==> config.mk <==
export PLATFORM = sky130hd
export DESIGN_NAME = upload_throttle_adaptive_chunk
export DESIGN_NICKNAME = d
export VERILOG_FILES = /design/src/rtl/uplthr_pkg.sv /design/src/rtl/upload_throttle_adaptive_chunk.sv
export SDC_FILE = /design/constraint.sdc
export NUM_CORES = 2
export LEC_CHECK = 0
export ABC_AREA = 1
export BUFFER_PORTS_ARGS = -buffer_cell sky130_fd_sc_hd__buf_2
export CAP_MARGIN = 25
export CORE_MARGIN = 4
export CORE_UTILIZATION = 40
export CTS_CLUSTER_DIAMETER = 150
export DETAILED_ROUTE_END_ITERATION = 8
export GPL_TIMING_DRIVEN = 0
export HOLD_SLACK_MARGIN = 0.06
export PLACE_DENSITY = 0.58
export SETUP_SLACK_MARGIN = 0.5
export SLEW_MARGIN = 15
export SYNTH_ARGS = -nofsm -noshare
export SYNTH_HDL_FRONTEND = slang
export SYNTH_SLANG_ARGS = --single-unit
==> constraint.sdc <==
create_clock -name clk -period 9.1 [get_ports clk]
set_input_delay 0.455 -clock clk [delete_from_list [all_inputs] [get_ports clk]]
set_output_delay 0.455 -clock clk [all_outputs]
set_load 0.1 [all_outputs]
==> src/rtl/uplthr_pkg.sv <==
`timescale 1ns / 1ps
// ----------------------------------------------------------------------------
// Upload throttle package
// Shared types and constants for the adaptive-chunk upload throttle.
// ----------------------------------------------------------------------------
package uplthr_pkg;

	localparam int unsigned TIME_W   = 48;
	localparam int unsigned CHUNK_W  = 24;
	localparam int unsigned BW_W     = 32;
	localparam int unsigned SLEEP_W  = 41;
	localparam int unsigned CIDX_W   = 3;
	localparam int unsigned SUM_W    = 49;  // bytes + chunk
	localparam int unsigned DVD_W    = 69;  // (bytes + chunk) * 1e6
	localparam int unsigned TGT_W    = 52;  // unclamped target fits here
	localparam int unsigned DIFF_W   = 54;  // target - elapsed, signed
	localparam int unsigned CNT_W    = 7;

	localparam logic [19:0] USEC_PER_S = 20'd1000000;

	localparam logic [SLEEP_W-1:0] SLEEP_MAX = {1'b0, {(SLEEP_W-1){1'b1}}};
	localparam logic [SLEEP_W-1:0] SLEEP_MIN = {1'b1, {(SLEEP_W-1){1'b0}}};

	// register indexes of the configuration port
	localparam logic [CIDX_W-1:0] REG_BANDWIDTH = 3'd0;
	localparam logic [CIDX_W-1:0] REG_MIN_SLEEP = 3'd1;
	localparam logic [CIDX_W-1:0] REG_MAX_SLEEP = 3'd2;
	localparam logic [CIDX_W-1:0] REG_MIN_CHUNK = 3'd3;
	localparam logic [CIDX_W-1:0] REG_MAX_CHUNK = 3'd4;
	localparam logic [CIDX_W-1:0] REG_DEF_CHUNK = 3'd5;
	localparam logic [CIDX_W-1:0] REG_BUFFER    = 3'd6;

	typedef enum logic [7:0] {
		ST_IDLE  = 8'b0000_0001,
		ST_LOAD  = 8'b0000_0010,
		ST_MUL0  = 8'b0000_0100,
		ST_MUL1  = 8'b0000_1000,
		ST_DIV   = 8'b0001_0000,
		ST_SUB   = 8'b0010_0000,
		ST_ADAPT = 8'b0100_0000,
		ST_DONE  = 8'b1000_0000
	} state_t;

endpackage

==> src/rtl/upload_throttle_adaptive_chunk.sv <==
`timescale 1ns / 1ps
// ----------------------------------------------------------------------------
// Adaptive-chunk upload throttle
// Computes the sleep needed to keep an upload at the configured byte rate
// and adapts the chunk size from the resulting sleep.
// ----------------------------------------------------------------------------
//
//  channel   | direction | handshake                 | payload
//  ----------+-----------+---------------------------+---------------------------
//  s_axis    | in        | s_axis_tvalid/tready      | bytes_sent, start, now
//  m_axis    | out       | m_axis_tvalid/tready      | sleep_us, next_chunk
//  cfg       | in        | cfg_valid/cfg_ready       | cfg_index, cfg_data
//
// Sequence: one sleep evaluation runs load, two multiply steps, the bit-serial
//   radix-2 restoring divider and subtract. A chunk adaptation adds an adapt
//   step; when a non-default chunk adapts, the sleep is evaluated twice. With
//   zero bandwidth an item skips the arithmetic and goes straight to done.
// Reset: the state goes to idle; other control, config and the current chunk
//   clear to zero; datapath registers have no reset; no clearing pass.
// Stalls: s_axis_tready is high only when idle. A finished result waits in the
//   output register; the next item is accepted meanwhile and only holds in
//   its last state if the previous result has not yet been taken.
// cfg_ready is always high; writes belong in idle time only.
//
module upload_throttle_adaptive_chunk
	import uplthr_pkg::*;
(
	input  logic                clk,
	input  logic                arst_n,

	input  logic                s_axis_tvalid,
	output logic                s_axis_tready,
	input  logic [143:0]        s_axis_tdata,   // bytes_sent[47:0], start_time_us[95:48],
	                                            // now_time_us[143:96]

	output logic                m_axis_tvalid,
	input  logic                m_axis_tready,
	output logic [71:0]         m_axis_tdata,   // sleep_us[40:0], next_chunk[64:41],
	                                            // zero[71:65]

	input  logic                cfg_valid,
	output logic                cfg_ready,
	input  logic [CIDX_W-1:0]   cfg_index,
	input  logic [31:0]         cfg_data
);

	// ---------------------------------------------------------------- config
	logic [BW_W-1:0]    bw_q;
	logic [CHUNK_W-1:0] min_sleep_q, max_sleep_q, min_chunk_q, max_chunk_q;
	logic [CHUNK_W-1:0] def_chunk_q, buffer_q;
	logic [CHUNK_W-1:0] chunk_now_q;
	logic               loaded_q;

	// --------------------------------------------------------------- control
	state_t             state_q;
	logic               pass_q;      // second evaluation with the new chunk
	logic [CNT_W-1:0]   cnt_q;       // divider steps left
	logic               out_valid_q;

	// -------------------------------------------------------------- datapath
	logic [TIME_W-1:0]  bytes_q;
	logic [TIME_W-1:0]  elapsed_q;
	logic [SUM_W-1:0]   n_q;
	logic [DVD_W-1:0]   dq_q;        // dividend in, quotient out
	logic [BW_W-1:0]    rem_q;
	logic               huge_q;      // quotient would overflow: target saturates
	logic [DIFF_W-1:0]  sleep_q;
	logic [71:0]        out_data_q;

	// input fields
	logic [TIME_W-1:0]  in_bytes, in_start, in_now, in_elapsed;
	assign in_bytes = s_axis_tdata[47:0];
	assign in_start = s_axis_tdata[95:48];
	assign in_now   = s_axis_tdata[143:96];
	// an unavailable or stale clock counts as no time gone by
	assign in_elapsed = (in_now == '0 || in_now < in_start) ? '0 : in_now - in_start;

	logic in_acc, out_acc, cfg_acc, out_load;
	assign s_axis_tready = (state_q == ST_IDLE);
	assign cfg_ready     = 1'b1;
	assign in_acc        = s_axis_tvalid & s_axis_tready;
	assign out_acc       = out_valid_q & m_axis_tready;
	assign cfg_acc       = cfg_valid & cfg_ready;
	// output register takes a new result when empty or being drained
	assign out_load      = (state_q == ST_DONE) && (!out_valid_q || m_axis_tready);

	assign m_axis_tvalid = out_valid_q;
	assign m_axis_tdata  = out_data_q;

	// shared multiplier by 1e6: low 32 bits first, then the top 17 bits
	logic [31:0] mul_a;
	logic [51:0] mul_p;
	assign mul_a = (state_q == ST_MUL0) ? n_q[31:0] : {15'b0, n_q[SUM_W-1:32]};
	assign mul_p = {20'b0, mul_a} * {32'b0, USEC_PER_S};

	// one restoring divider step
	logic [BW_W:0]  div_try;
	logic [BW_W:0]  div_diff;
	logic           div_bit;
	assign div_try  = {rem_q, dq_q[DVD_W-1]};
	assign div_diff = div_try - {1'b0, bw_q};
	assign div_bit  = (div_try >= {1'b0, bw_q});

	// chunk adaptation
	logic               sleep_lt_min, sleep_gt_max;
	logic [CHUNK_W:0]   grow_sum, shrink_sum;
	logic [CHUNK_W-1:0] chunk_pick, chunk_new;
	assign sleep_lt_min = !huge_q && ($signed(sleep_q) < $signed({30'b0, min_sleep_q}));
	assign sleep_gt_max = huge_q || ($signed(sleep_q) > $signed({30'b0, max_sleep_q}));
	assign grow_sum     = {1'b0, max_chunk_q} + {1'b0, chunk_now_q};
	assign shrink_sum   = {1'b0, min_chunk_q} + {1'b0, chunk_now_q};

	always_comb begin
		if (sleep_lt_min) begin
			chunk_pick = grow_sum[CHUNK_W:1];
		end else if (sleep_gt_max) begin
			chunk_pick = shrink_sum[CHUNK_W:1];
		end else begin
			chunk_pick = def_chunk_q;
		end
		chunk_new = (chunk_pick == '0 || chunk_pick > buffer_q) ? def_chunk_q : chunk_pick;
	end

	// saturate the signed difference into the output range
	logic [SLEEP_W-1:0] sleep_sat;
	always_comb begin
		if (huge_q) begin
			sleep_sat = SLEEP_MAX;
		end else if (sleep_q[DIFF_W-1:SLEEP_W-1] == '0
				|| sleep_q[DIFF_W-1:SLEEP_W-1] == '1) begin
			sleep_sat = sleep_q[SLEEP_W-1:0];
		end else if (sleep_q[DIFF_W-1]) begin
			sleep_sat = SLEEP_MIN;
		end else begin
			sleep_sat = SLEEP_MAX;
		end
	end

	logic adapt_go;
	assign adapt_go = !pass_q && (bytes_q > {24'b0, chunk_now_q});

	// ------------------------------------------------- control and config regs
	always_ff @(posedge clk or negedge arst_n) begin
		if (!arst_n) begin
			state_q     <= ST_IDLE;
			pass_q      <= 1'b0;
			cnt_q       <= '0;
			out_valid_q <= 1'b0;
			loaded_q    <= 1'b0;
			chunk_now_q <= '0;
			bw_q        <= '0;
			min_sleep_q <= '0;
			max_sleep_q <= '0;
			min_chunk_q <= '0;
			max_chunk_q <= '0;
			def_chunk_q <= '0;
			buffer_q    <= '0;
		end else begin
			if (cfg_acc) begin
				unique case (cfg_index)
					REG_BANDWIDTH: bw_q <= cfg_data;
					REG_MIN_SLEEP: min_sleep_q <= cfg_data[CHUNK_W-1:0];
					REG_MAX_SLEEP: max_sleep_q <= cfg_data[CHUNK_W-1:0];
					REG_MIN_CHUNK: min_chunk_q <= cfg_data[CHUNK_W-1:0];
					REG_MAX_CHUNK: max_chunk_q <= cfg_data[CHUNK_W-1:0];
					REG_DEF_CHUNK: begin
						def_chunk_q <= cfg_data[CHUNK_W-1:0];
						// before the first request the chunk follows the default
						if (!loaded_q) begin
							chunk_now_q <= cfg_data[CHUNK_W-1:0];
						end
					end
					REG_BUFFER:    buffer_q <= cfg_data[CHUNK_W-1:0];
					default: ;
				endcase
			end

			if (out_load) begin
				out_valid_q <= 1'b1;
			end else if (out_acc) begin
				out_valid_q <= 1'b0;
			end

			unique case (state_q)
				ST_IDLE: begin
					if (in_acc) begin
						loaded_q <= 1'b1;
						pass_q   <= 1'b0;
						state_q  <= (bw_q != '0) ? ST_LOAD : ST_DONE;
					end
				end
				ST_LOAD: state_q <= ST_MUL0;
				ST_MUL0: state_q <= ST_MUL1;
				ST_MUL1: begin
					cnt_q   <= CNT_W'(DVD_W - 1);
					state_q <= ST_DIV;
				end
				ST_DIV: begin
					if (cnt_q == '0) begin
						state_q <= ST_SUB;
					end else begin
						cnt_q <= cnt_q - CNT_W'(1);
					end
				end
				ST_SUB: state_q <= adapt_go ? ST_ADAPT : ST_DONE;
				ST_ADAPT: begin
					chunk_now_q <= chunk_new;
					if (chunk_now_q != def_chunk_q) begin
						pass_q  <= 1'b1;
						state_q <= ST_LOAD;
					end else begin
						state_q <= ST_DONE;
					end
				end
				ST_DONE: begin
					if (out_load) begin
						state_q <= ST_IDLE;
					end
				end
				default: state_q <= ST_IDLE;
			endcase
		end
	end

	// ---------------------------------------------------------- datapath regs
	always_ff @(posedge clk) begin
		case (state_q)
			ST_IDLE: begin
				if (in_acc) begin
					bytes_q   <= in_bytes;
					elapsed_q <= in_elapsed;
					sleep_q   <= '0;
					huge_q    <= 1'b0;
				end
			end
			ST_LOAD: n_q <= {1'b0, bytes_q} + {25'b0, chunk_now_q};
			ST_MUL0: begin
				dq_q   <= {17'b0, mul_p};
				rem_q  <= '0;
				huge_q <= ({15'b0, n_q} >= {bw_q, 32'b0});
			end
			ST_MUL1: dq_q <= dq_q + {mul_p[36:0], 32'b0};
			ST_DIV: begin
				rem_q <= div_bit ? div_diff[BW_W-1:0] : div_try[BW_W-1:0];
				dq_q  <= {dq_q[DVD_W-2:0], div_bit};
			end
			ST_SUB: sleep_q <= {2'b0, dq_q[TGT_W-1:0]} - {6'b0, elapsed_q};
			ST_DONE: begin
				if (out_load) begin
					out_data_q <= {7'b0, chunk_now_q, sleep_sat};
				end
			end
			default: ;
		endcase
	end

`ifndef ASSERT_OFF
	// a result only appears from the final state
	a_out_from_done: assert property (@(posedge clk) disable iff (!arst_n)
		$rose(out_valid_q) |-> $past(state_q) == ST_DONE)
		else $error("result raised outside final state");

	// the partial remainder always stays below the divisor
	a_rem_bound: assert property (@(posedge clk) disable iff (!arst_n)
		state_q == ST_DIV |-> rem_q < bw_q)
		else $error("divider remainder out of range");

	// an adapted chunk is the default or a usable size
	a_chunk_valid: assert property (@(posedge clk) disable iff (!arst_n)
		state_q == ST_ADAPT |=> (chunk_now_q == def_chunk_q
			|| (chunk_now_q != '0 && chunk_now_q <= buffer_q)))
		else $error("adapted chunk out of range");

	// zero bandwidth skips the arithmetic entirely
	a_bw_zero: assert property (@(posedge clk) disable iff (!arst_n)
		in_acc && bw_q == '0 |=> state_q == ST_DONE)
		else $error("zero bandwidth item entered the datapath");
`endif

endmodule

==> impl_metrics.tcl <==
set metrics [dict create \
    syn_avg_cell_area_um2 8.09 \
    grt_overflow_total 0 \
    reg2regPathDepth 32 \
    io_pins 259 \
    htree_levels 3 \
    synthTopCellsByArea "edfxtp_1, ha_1, dfrtp_1" \
    path_max_fanout 10 \
    cp-start-kind "flip-flop" \
    critical_path_buf_inv_count 9 \
    start_util_pct 40.5 \
    clkTransAtPathRegs_ps 60 \
    hold_depth 3 \
    rrSetupSlack_ps 810 \
    holdWs_ps 89.7 \
    synth-seq-area-share_pct 35.3 \
    critPathKind "flip-flop to flip-flop" \
    clock-sinks 583 \
    r2r_end "dq_q[68]" \
    period_minus_slack_ps 8290 \
    synthCells 5755 \
    core_area_um2 115000 \
    postLayoutCoreUtil_pct 46.3 \
    wl_mm 161 \
    drive_gt1_share_pct 8.49 \
    max_slew_margin_pct 20.5 \
    finalClockSkew_ps 40.3 \
    route.detailed.drc 0 \
    synth_top_area_cell "edfxtp_1" \
    cts_root_buf "clkbuf_16" \
    synth-seq-cells 583 \
    tns_ps 0 \
    ys_types 63 \
    insertion_delay_ps 660 \
    wl_per_cell_um 20.8 \
    maxCapViolCount 0 \
    fmax_mhz 121 \
    dp_hpwl_mm 130 \
    critPathMostFrequentCell "inv_1" \
    min_from "cfg_data[22]" \
    gp_congestion 0.975 \
    grt_max_degree 97 \
    synth_top_area_share_pct 23.5 \
    max_stage_delay_ps 620 \
    ctsLongestPathBuffers 3 \
    dieArea_um2 122000 \
    portBuffers 250 \
    vias_per_cell 5.34 \
    vias 41300 \
    hp-class "input pin to flip-flop" \
    synth.yosys.warnings 0 \
    syn_area_um2 46600 \
    synth-async-reset-ratio_pct 37.4 \
    grt_pass1_wl_mm 242 \
    finalCritPeriodShare_pct 91.1 \
    cp.arrival_ps 8680 \
    rsz0062_at_grt "true" \
    gr-usage-all-layers_pct 26.0 \
    worst_pin_slew_ps 1180 \
    num_rows 124 \
    synthFlopType "edfxtp_1" \
    path_delay_family "adder cells" \
    drtIter0Drc 3353 \
    outcome "finished, final reports clean" \
    fp.dieW_um 349 \
    end_kind "flip-flop" \
    setup_viol 0 \
    first_pass_iters 5 \
    cts_tree "done" \
    worstPathRequired_ps 9500 \
    cts-buffers-inserted 71 \
    nets 6975 \
    area_growth_pct 14.3 \
    synth_enable_flop_cells 365 \
    rr_startpoint "state_q[6]" \
    antenna_found_initial 5 \
    maxSlewViolCount 0 \
    first_global_vias 40200 \
    ant_nets 0 \
    die_y_um 349 \
    hold_end "def_chunk_q[22]" \
    finalHoldViolCount 0 \
    cpMaxStageDelayCell "xnor2_1" \
]
## cell usage after synthesis, types with 49 or more instances
| master | count |
|---|---|
| nand3_1 | 199 |
| a21oi_1 | 563 |
| nand4_1 | 80 |
| edfxtp_1 | 365 |
| nor3_1 | 49 |
| clkbuf_1 | 86 |
| ha_1 | 495 |
| fa_1 | 135 |
| nor2_1 | 456 |
| xnor2_1 | 78 |
| xor2_1 | 103 |
| dfrtp_1 | 217 |
| o21ai_0 | 497 |
| a31oi_1 | 61 |
| nor4_1 | 56 |
| inv_1 | 938 |
| nand2_1 | 1055 |
## worst register-to-register path: cells and delay by family (launching register included)
kind,cells,cell delay (ps)
buf+inv,9,1140
xor+xnor,1,620
compound gates,4,880
flops,1,380
fa+ha+maj,8,3750
simple gates,10,1240
## cells in the final DEF, fill, tap and decap left out, drive strengths merged, types with 103 or more instances in the layout
cell	synthesis	final
nand2	1065	1065
inv	943	946
a21oi	566	566
o21ai	521	521
ha	495	495
nor2	460	460
edfxtp	365	365
buf	32	309
dfrtp	217	217
nand3	201	201
clkbuf	86	166
fa	135	135
xor2	103	103
## how the worst max path moves through the flow
stage                from  slack, ps  depth (start not counted)        to
5_1_grt        state_q[0]        440                         39  dq_q[68]
4_1_cts        state_q[6]        450                         33  dq_q[64]
6_report       state_q[6]        810                         32  dq_q[68]
3_3_place_gp   state_q[5]       -500                         31  dq_q[64]
2_1_floorplan  state_q[6]       1610                         36  dq_q[68]
3_5_place_dp   state_q[0]       -480                         31  dq_q[68]
## state kept, by name, summed over array words and instances (netlist names), 32 cells and up
| register | cells |
|---|---|
| bw_q | 32 |
| sleep_q | 53 |
| dq_q | 69 |
| bytes_q | 48 |
| m_axis_tdata | 65 |
| rem_q | 32 |
| elapsed_q | 48 |
| n_q | 49 |
## final cells by class
cell class                 instances  area [µm²]
antenna                            2        5.00
buffer                           118         568
clock buffer                      82        1850
clock inverter                    49         489
fill                           11400       61700
inverter                         946        3550
multi-input combinational       4114       26300
sequential                       583       16400
tap                             1512        1890
timing repair buffer             327        2100
## stage by stage
step | setup WS (ps) | cells | cell area [µm²]
floorplan | 1610 | 5761 | 46600
finish | 814 | 7733 | 53200
detailed placement | -477 | 7541 | 50100
global placement | -497 | 7523 | 49700
global route | 442 | 7731 | 53200
CTS | 449 | 7726 | 53000
## kinds of logic (layout without fill, tap and decap cells)
group | count (synthesis) | in the layout | synth area share [%]
AND/OR/NAND/NOR | 1963 | 1963 | 17.7
AO/OA/AOI/OAI | 1331 | 1331 | 15.6
buffers and inverters | 1064 | 1522 | 8.81
adder cells (fa/ha/maj) | 630 | 630 | 19.1
flip-flops | 583 | 583 | 35.3
XOR/XNOR | 182 | 182 | 3.45
other | 2 | 10 | 0.0161
## timing repair
item                                    in CTS  in global routing
hold endpoints to repair                   102                  0
pin swaps                                    1                  3
endpoints found under the setup margin      23                 16
setup buffers                                2                  4
hold buffers                                52                  0
gates resized for setup                     25                 43
## layer usage
layer,up-vias,track usage [%],routed length [µm]
met5,-,0,11
met4,2,8.86,5690
met3,229,4.08,10900
met2,1394,42.5,73100
met1,19500,35.0,71400
li1,20100,-,-
Power is not shown: default switching activity piles up to over one toggle a cycle in this logic, so the estimate is an artifact.
